===== src/sdf_pkg.sv =====
// Package for the stream duplicate filter.
// Holds the shared constants and the cell-to-cell link type.
// No dependencies.
package sdf_pkg;

  // Default number of cells, which is also the per-set input limit
  localparam int CAPACITY = 64;

  // Width of one stream value
  localparam int VALUE_W = 32;

  // Probe token handed from one cell to the next
  typedef struct packed {
    logic               valid;
    logic [VALUE_W-1:0] value;
  } link_t;

endpackage


===== src/sdf_cell.sv =====
// One cell of the duplicate filter chain: a stored value and a probe stage.
// Depends on sdf_pkg (link_t, VALUE_W).
module sdf_cell #(
  parameter int INDEX = 0,
  parameter int CNT_W = 7
) (
  input  logic                clk,
  input  logic                rst,
  input  sdf_pkg::link_t      link_in,
  input  logic [CNT_W-1:0]    count,
  output sdf_pkg::link_t      link_out,
  output logic                match
);

  sdf_pkg::link_t                probe;
  logic [sdf_pkg::VALUE_W-1:0]   stored_value;
  logic                          occupied;
  logic                          tail;

  // Cells below the distinct count hold a value; the first free one is the tail
  assign occupied = CNT_W'(INDEX) < count;
  assign tail     = CNT_W'(INDEX) == count;
  assign match    = probe.valid && occupied && (stored_value == probe.value);

  // Token moves on unless it hit here or landed in the tail cell
  assign link_out.valid = probe.valid && !match && !tail;
  assign link_out.value = probe.value;

  // Probe stage
  always_ff @(posedge clk) begin
    if (rst) begin
      probe.valid <= 1'b0;
    end else begin
      probe.valid <= link_in.valid;
    end
    probe.value <= link_in.value;
  end

  // A new distinct value lands in the tail cell
  always_ff @(posedge clk) begin
    if (probe.valid && tail) begin
      stored_value <= probe.value;
    end
  end

endmodule


===== src/stream_duplicate_filter.sv =====
// Stream duplicate filter: passes each value only on its first occurrence
// within a set. Top level; depends on sdf_pkg and sdf_cell.
//
// Usage:
//   Input channel (valid/stall): value, last_of_set. One request per set
//   element; last_of_set closes the set and empties the store after it.
//   Output channel (result_valid/result_stall): unique_value and
//   distinct_count (distinct values so far in the set, this one included).
//   A repeated value gives no result. Once CAPACITY requests are taken in a
//   set, further ones are dropped without a result (last_of_set still ends
//   the set).
//   Timing: a request probes the cell chain one cell per cycle from cell 0.
//   A value matching cell k ends its probe there; a new value walks to the
//   first free cell, and its result is registered at the edge that ends
//   the probe. The next request is taken only after the probe ends, so a
//   probing request holds the input for its whole probe. A dropped request
//   starts no probe and does not hold the input.
//   Stall: an output register plus one skid entry hold results; while the
//   skid entry is full, stall stays high on the input side.
//   Reset: clears the counts, the probe tokens and both output entries.
module stream_duplicate_filter #(
  parameter  int CAPACITY = sdf_pkg::CAPACITY,
  localparam int CNT_W    = $clog2(CAPACITY + 1),
  localparam int PTR_W    = (CAPACITY > 1) ? $clog2(CAPACITY) : 1
) (
  input  logic                                clk,
  input  logic                                rst,
  input  logic                                valid,
  output logic                                stall,
  input  logic signed [sdf_pkg::VALUE_W-1:0]  value,
  input  logic                                last_of_set,
  output logic                                result_valid,
  input  logic                                result_stall,
  output logic signed [sdf_pkg::VALUE_W-1:0]  unique_value,
  output logic [CNT_W-1:0]                    distinct_count
);

  sdf_pkg::link_t               link [CAPACITY+1];
  logic [CAPACITY-1:0]          match;

  logic                         busy;
  logic [PTR_W-1:0]             pos;
  logic [sdf_pkg::VALUE_W-1:0]  item_value;
  logic                         item_last;
  logic [CNT_W-1:0]             accepted_count;
  logic [CNT_W-1:0]             unique_count;

  logic                         skid_valid;
  logic [sdf_pkg::VALUE_W-1:0]  skid_value;
  logic [CNT_W-1:0]             skid_count;

  logic                         accept;
  logic                         room;
  logic                         launch;
  logic                         at_tail;
  logic                         hit;
  logic                         done;
  logic                         out_take;
  logic                         out_free;

  // Input handshake
  assign stall  = busy || skid_valid;
  assign accept = valid && !stall;
  assign room   = accepted_count < CNT_W'(CAPACITY);
  assign launch = accept && room;

  // Probe token enters cell 0
  assign link[0].valid = launch;
  assign link[0].value = value;

  // Cell chain; the link past the last cell goes nowhere
  for (genvar k = 0; k < CAPACITY; k++) begin : g_cell
    sdf_cell #(.INDEX(k), .CNT_W(CNT_W)) u_cell (
      .clk      (clk),
      .rst      (rst),
      .link_in  (link[k]),
      .count    (unique_count),
      .link_out (link[k+1]),
      .match    (match[k])
    );
  end

  // Probe ends on a hit or on reaching the first free cell
  assign at_tail = busy && (CNT_W'(pos) == unique_count);
  assign hit     = busy && match[pos];
  assign done    = at_tail || hit;

  // Sequencer and set counters
  always_ff @(posedge clk) begin
    if (rst) begin
      busy           <= 1'b0;
      pos            <= '0;
      accepted_count <= '0;
      unique_count   <= '0;
    end else if (done) begin
      busy <= 1'b0;
      if (item_last) begin
        accepted_count <= '0;
        unique_count   <= '0;
      end else if (at_tail) begin
        unique_count <= unique_count + CNT_W'(1);
      end
    end else if (busy) begin
      pos <= pos + PTR_W'(1);
    end else if (accept) begin
      if (room) begin
        busy           <= 1'b1;
        pos            <= '0;
        accepted_count <= accepted_count + CNT_W'(1);
      end else if (last_of_set) begin
        accepted_count <= '0;
        unique_count   <= '0;
      end
    end
  end

  // Request payload held for the result
  always_ff @(posedge clk) begin
    if (launch) begin
      item_value <= value;
      item_last  <= last_of_set;
    end
  end

  // Output register with one skid entry
  assign out_take = result_valid && !result_stall;
  assign out_free = !result_valid || out_take;

  always_ff @(posedge clk) begin
    if (rst) begin
      result_valid <= 1'b0;
      skid_valid   <= 1'b0;
    end else if (at_tail) begin
      if (out_free) begin
        result_valid <= 1'b1;
      end else begin
        skid_valid <= 1'b1;
      end
    end else if (skid_valid && out_free) begin
      result_valid <= 1'b1;
      skid_valid   <= 1'b0;
    end else if (out_take) begin
      result_valid <= 1'b0;
    end
  end

  always_ff @(posedge clk) begin
    if (at_tail) begin
      if (out_free) begin
        unique_value   <= item_value;
        distinct_count <= unique_count + CNT_W'(1);
      end else begin
        skid_value <= item_value;
        skid_count <= unique_count + CNT_W'(1);
      end
    end else if (skid_valid && out_free) begin
      unique_value   <= skid_value;
      distinct_count <= skid_count;
    end
  end

endmodule


===== config.mk =====
export PLATFORM = sky130hd
export DESIGN_NAME = stream_duplicate_filter
export DESIGN_NICKNAME = d
export VERILOG_FILES = /design/src/sdf_pkg.sv /design/src/sdf_cell.sv /design/src/stream_duplicate_filter.sv
export SDC_FILE = /design/constraint.sdc
export NUM_CORES = 2
export LEC_CHECK = 0
export ABC_AREA = 1
export BUFFER_PORTS_ARGS = -buffer_cell sky130_fd_sc_hd__buf_2
export CELL_PAD_IN_SITES_DETAIL_PLACEMENT = 0
export CELL_PAD_IN_SITES_GLOBAL_PLACEMENT = 1
export CORE_MARGIN = 3
export CORE_UTILIZATION = 42
export CTS_CLUSTER_DIAMETER = 40
export DETAILED_ROUTE_END_ITERATION = 6
export PLACE_DENSITY = 0.62
export SYNTH_ARGS = -nofsm -noshare
export SYNTH_HDL_FRONTEND = slang
export SYNTH_SLANG_ARGS = --single-unit

===== constraint.sdc =====
create_clock -name clk -period 9.26 [get_ports clk]
set_clock_uncertainty 0.1 [all_clocks]
set_input_delay 1.389 -clock clk [delete_from_list [all_inputs] [get_ports clk]]
set_output_delay 1.389 -clock clk [all_outputs]
set_load 0.1 [all_outputs]

After elaboration in Yosys (flattened, before gate mapping)
Index checks and enable logic that the tools add are counted.
{"block": "word_totals", "register_bits": 4294, "out_inout_bits": 41, "elab_cells": 914}
{"block": "classes", "add_sub_neg": 3, "n_lt_le_gt_ge": 66, "n_eq_ne": 134, "muxes": 33, "n_bitwise": 2, "reduce_logical": 472}
{"operator": "32-bit equality test", "count": 64}
{"operator": "1-bit logical AND", "count": 324}
{"operator": "6-bit by 7-bit equality test with 1-bit output (first input constant)", "count": 32}
{"operator": "6-bit by 7-bit < comparator with 1-bit output (first input constant)", "count": 32}
{"operator": "1-bit logical NOT", "count": 129}
{"operator": "5-bit by 7-bit equality test with 1-bit output (first input constant)", "count": 16}
{"operator": "5-bit by 7-bit < comparator with 1-bit output (first input constant)", "count": 16}
{"operator": "7-bit two-way mux", "count": 15}
{"operator": "32-bit two-way mux", "count": 3}
{"operator": "4-bit by 7-bit equality test with 1-bit output (first input constant)", "count": 8}
{"operator": "4-bit by 7-bit < comparator with 1-bit output (first input constant)", "count": 8}
{"operator": "3-bit by 7-bit equality test with 1-bit output (first input constant)", "count": 4}
{"operator": "3-bit by 7-bit < comparator with 1-bit output (first input constant)", "count": 4}
{"operator": "6-bit two-way mux", "count": 3}
{"operator": "7-bit by 1-bit adder with 7-bit output (second input constant)", "count": 2}
{"operator": "2-bit by 7-bit equality test with 1-bit output (first input constant)", "count": 2}
{"operator": "1-bit by 7-bit < comparator with 1-bit output (first input constant)", "count": 2}
{"operator": "2-bit by 7-bit < comparator with 1-bit output (first input constant)", "count": 2}
{"operator": "1-bit two-way mux", "count": 11}
{"operator": "2-bit nonzero test", "count": 5}
{"operator": "2-bit AND reduction", "count": 4}
{"operator": "1-bit by 7-bit equality test with 1-bit output (first input constant)", "count": 1}
{"operator": "6-bit by 7-bit equality test with 1-bit output", "count": 1}
{"operator": "7-bit logical NOT", "count": 1}
{"operator": "other kinds (14)", "count": 21}

Depth between registers and ports, before layout
{"block": "logic_depth", "depth_word": 9, "depth_mapped": 25, "mapped_depth_nobuf": 23}

Least setup slack after synthesis
No wires, ideal clock.
{"block": "synth_timing", "path_kind": "flip-flop to flip-flop", "from": "register pos[0]", "to": "register distinct_count[0] (enable)", "setup_time_ns": 0.495, "arrival_time_ns": 4.675, "t_required_ns": 8.665, "slack_ns": 3.990, "stages_incl_launch_ff": 8, "cell_sequence": "dfxtp_1 clkbuf_1 buf_2 o22ai_1 a2111oi_0 nand2_1 clkbuf_1 a21boi_0"}
{"block": "synth_via", "elab_chain_len": 4, "elab_cells_between_ends": 5, "classes_between": "eq/ne (2); reduce/logical (3)"}
{"element": "from (decl)", "line": "stream_duplicate_filter.sv:42", "source": "logic [PTR_W-1:0] pos;"}
{"element": "from (signal assigned)", "line": "stream_duplicate_filter.sv:104", "source": "pos <= pos + PTR_W'(1);"}
{"element": "6-bit by 7-bit equality test with 1-bit output (*)", "line": "stream_duplicate_filter.sv:84", "source": "assign at_tail = busy && (CNT_W'(pos) == unique_count);"}
{"element": "1-bit logical AND (*)", "line": "stream_duplicate_filter.sv:84"}
{"element": "2-bit by 1-bit != test with 1-bit output (no line) / 2-bit nonzero test (equally long branches)"}
{"element": "2-bit AND reduction (no line) (*)"}
{"element": "to (signal assigned)", "line": "stream_duplicate_filter.sv:151", "source": "distinct_count <= unique_count + CNT_W'(1);"}
{"element": "to (signal assigned)", "line": "stream_duplicate_filter.sv:158", "source": "distinct_count <= skid_count;"}
{"element": "to (decl)", "line": "stream_duplicate_filter.sv:35", "source": "output logic [CNT_W-1:0] distinct_count"}
Mark *: on every way between the ends. The rest lies on a longest branch, timed or not.
A chain may end at the register's enable or synchronous reset.

Worst setup path in the final report
{"block": "layout_timing", "from": "register unique_count[2]", "to": "register accepted_count[2]"}
{"block": "layout_via", "elab_chain_len": 9, "elab_cells_between_ends": 204, "classes_between": "order compare (64); eq/ne (3); mux (3); reduce/logical (134)"}
{"element": "from (decl)", "line": "stream_duplicate_filter.sv:46", "source": "logic [CNT_W-1:0] unique_count;"}
{"element": "from (signal assigned)", "line": "stream_duplicate_filter.sv:101", "source": "unique_count <= unique_count + CNT_W'(1);"}
{"element": "1-bit by 7-bit < comparator with 1-bit output (tied with other cells)", "line": "sdf_cell.sv:21", "source": "assign occupied = CNT_W'(INDEX) < count;"}
{"element": "1-bit logical AND (2 in a row)", "line": "sdf_cell.sv:23", "source": "assign match = probe.valid && occupied && (stored_value == probe.value);"}
{"element": "1-bit binary-select mux with 6-bit select", "line": "stream_duplicate_filter.sv:85", "source": "assign hit = busy && match[pos];"}
{"element": "1-bit two-way mux (not written as such)", "line": "stream_duplicate_filter.sv:85"}
{"element": "1-bit logical AND", "line": "stream_duplicate_filter.sv:85"}
{"element": "1-bit logical OR (*)", "line": "stream_duplicate_filter.sv:86", "source": "assign done = at_tail || hit;"}
{"element": "2-bit != test (no line) (tied with other cells)"}
{"element": "4-bit AND reduction (no line)"}
{"element": "to (signal assigned)", "line": "stream_duplicate_filter.sv:109", "source": "accepted_count <= accepted_count + CNT_W'(1);"}
{"element": "to (decl)", "line": "stream_duplicate_filter.sv:45", "source": "logic [CNT_W-1:0] accepted_count;"}
Mark *: on every way between the ends. The rest lies on a longest branch, timed or not. The select of a mux whose other input is x is not followed.

==> impl_results.md <==
* First-pass GRT wire length at between 500 and 600 mm
* TritonCTS Sinks at about 4300
* Syn nets at about 12000
* Post-DP HPWL at 246 mm
* Logic pwr share at around 5.8%
* Sequential share of power at 46.8%
* Root buf cell: clkbuf_16
* Die Ht at between 500 and 600 um
* Avg Vias per Cell at roughly 4.6
* Io pins at 78
* Leak at 66.1 nW
* Commonest non-fill, non-tap cell in the layout: nand2_1
* Yosys top cell area share at a little under half
* Post-CTS setup buffers at 0
* DR DRC count at 0
* Net Sw Frac at between 20% and 30%
* Pwr Density at about 270 mW/mm2
* Mean Syn Cell Area at around 12 um2
* Initial Util at a little over two fifths
* Synth Area in Simple Gates at about an eighth
* Power, Total at 45.3 mW
* Post-synthesis instance area at approximately 0.14 mm2
* Setup violations, final at 0
* Antenna violations before repair at 10
* Post-synthesis mux area share at 0%
* Post-CTS resize count at 0
* Sequential element share of the synthesized area at between 70 and 80%
* Cts bufs inserted at between 500 and 600
* Hold buffers post-CTS at 0
* H-tree Lvls at 6
* Routability cong. at 0.832
* Crit share post-route at 54.4%
* First-pass iteration count of the detailed router at 6
* Fmax at approximately 200 MHz
* Synth Area in Compound Gates at between 2 and 2.5%
* WS Path Type: reg -> reg
* Internal at 34.3 mW
* Final setup TNS at 0 ps
* Worst path arrival time at 5790 ps
* Rel. slew slack at between 20% and 30%
* Core Rows at 213
* Worst IR Drop VDD at 0.000178 V
* Req. time, crit path at about 10000 ps
* Post-Synth XOR/XNOR Area at between 5 and 6%
* Largest family of logic cells by synthesized area: simple AND/OR/NAND/NOR gates
* Fin nets at about 13000
* Max-slew violations at 0
* YS warnings at 0
* Core box area at ~0.34 mm2
* CP max FO at 14
* Synth unique cells at 44
* Part of the power in the clock network at between 40% and 50%
* CP Capture Type: flip-flop
* Adder-cell area share of the yosys netlist at less than 1%
* Final hold viol count at 0
* Clk slew on worst S/H paths at ~60 ps
* Port Buffers at 77
* Largest cells by area after synthesis: edfxtp_1 (45%), dfxtp_1 (30%), nand2_1 (6.2%)
* Min Tclk post-route at around 5000 ps
* Grt total ovfl at 0
* Number of global-route vias before repair at ~80000
* Clk buf depth at 4
* Post-Syn Instances at around 12000
* Detailed-route wire length per cell at approximately 19 um
* Die area at between 0.3 and 0.4 mm2
* Largest net degree at the start of global routing at 56
* Hold WC Path Type: reg -> reg
* Global Route Usage Sum at 19.2%
* Via count at 80203
* Worst skew pair latency at 1000 ps
* Die width at between 500 and 600 um
* Post-synth top area cell: edfxtp_1
* CP Launch Type: flip-flop
* CTS tree: yes
* WL final at 337 mm
* P&R area growth vs syn at 17.9%
* Layout cells sized above 1 at 10.4%
* Antenna Nets Post-Route at 0
* Most frequent cells in the layout: nand2_1 (2368), edfxtp_1 (2159), dfxtp_1 (2134)
* Status: completed
* RSZ-0062 raised after global routing: false
* Max Cap Violations at 0
* Worst slew pin tran at about 1100 ps
* Count of state elements after synthesis at ~4300
* Psw at between 10 and 15 mW
* Initial DRC Count at ~5200
power groups by stage:
| stage | clock network [mW] | registers (mW) | logic (mW) |
|---|---|---|---|
| 3_3_place_gp | 0 | 21.6 | 2.63 |
| 3_5_place_dp | 0 | 21.6 | 2.64 |
| 4_1_cts | 22.0 | 21.2 | 2.65 |
| 5_1_grt | 22.8 | 21.2 | 2.80 |
| 6_report | 21.5 | 21.2 | 2.60 |
| 2_1_floorplan | 0 | 21.8 | 1.15 |
routing by layer:
layer,global-route usage [%],wire length (um)
met1,26.6,157000
met2,31.7,160000
met3,2.50,12500
met4,5.05,7710
met5,0,0
cell usage after synthesis, drive strengths merged:
| master | count |
|---|---|
| dfxtp | 2135 |
| or2 | 178 |
| and3 | 1 |
| o221ai | 1 |
| nand4 | 187 |
| a31oi | 14 |
| nand2 | 2380 |
| a2111oi | 1 |
| inv | 1641 |
| clkbuf | 18 |
| a22o | 3 |
| a21oi | 79 |
| o2111a | 1 |
| nand3b | 15 |
| clkinv | 4 |
| xnor2 | 567 |
| o2bb2ai | 2 |
| edfxtp | 2159 |
| o2111ai | 4 |
| buf | 16 |
| o211ai | 18 |
| nor2 | 1166 |
| a21boi | 1 |
| nor3b | 6 |
| o21a | 1 |
| ha | 6 |
| o311ai | 1 |
| o21ai | 347 |
| and2 | 1 |
| o22ai | 86 |
| nand3 | 369 |
| nor3 | 121 |
| xor2 | 360 |
flip-flops by register name, summed over array words and instances, names as in the netlist, 6 cells and up:
signal                      count
g_cell.u_cell.link_out       2048
g_cell.u_cell.stored_value   2048
g_cell.u_cell.probe            64
item_value                     32
skid_value                     32
unique_value                   32
accepted_count                  7
distinct_count                  7
skid_count                      7
unique_count                    7
pos                             6
critical path, stage by stage (launching register included):
cell and delay [ps]:
dfxtp_1 680, nand2_1 530, nor2_1 830, inv_1 480, nand2_1 210, nand3_1 90
nor2_1 160, nand2_1 70, nand2_1 90, nand2_1 50, nor2_1 90, nand2_1 70
nand3_1 170, nand3_1 130, nand3_2 150, nand3_4 130, nand2_2 240, nand2_1 100
nand3_1 310, nand2_1 100, nand2_1 70, nor2_1 60
area by class of cell:
cell class	instances	area (um2)
inverter	1645	6180
tap	4515	5650
fill	29619	169000
clock buffer	687	15200
timing repair buffer	151	941
clock inverter	322	3750
sequential	4294	108000
multi-input combinational	5916	29800
antenna	6	15.0
logic make-up after synthesis:
| logic type | Yosys count |
|---|---|
| buffers and inverters | 1679 |
| adder cells (fa/ha/maj) | 6 |
| flip-flops | 4294 |
| AO/OA/AOI/OAI | 559 |
| XOR/XNOR | 927 |
| AND/OR/NAND/NOR | 4424 |
per-stage QoR:
step	std cells	utilization [%]	hold WS, ps	area (um2)	worst slack [ps]
floorplan	11889	-	247	143000	3990
global placement	16521	44.4	258	150000	4370
detailed placement	16521	44.4	258	150000	4290
CTS	17530	50.0	247	169000	4280
global route	17532	50.0	256	169000	3920
finish	17536	50.0	249	169000	4220
worst paths after layout:
check	slack, ps	cells after the start	endpoint	start
worst min register to register	250	0	g_cell[42].u_cell.link_out[7]$_DFF_P_	g_cell[41].u_cell.link_out[7]$_DFF_P_
worst min-delay path	250	0	g_cell[42].u_cell.link_out[7]$_DFF_P_	g_cell[41].u_cell.link_out[7]$_DFF_P_
worst max register to register	4220	21	accepted_count[2]$_SDFFE_PP0P_	unique_count[2]$_SDFFE_PP0P_
worst max-delay path	4220	21	accepted_count[2]$_SDFFE_PP0P_	unique_count[2]$_SDFFE_PP0P_
Note: power is estimated with default switching activity, not from simulation.
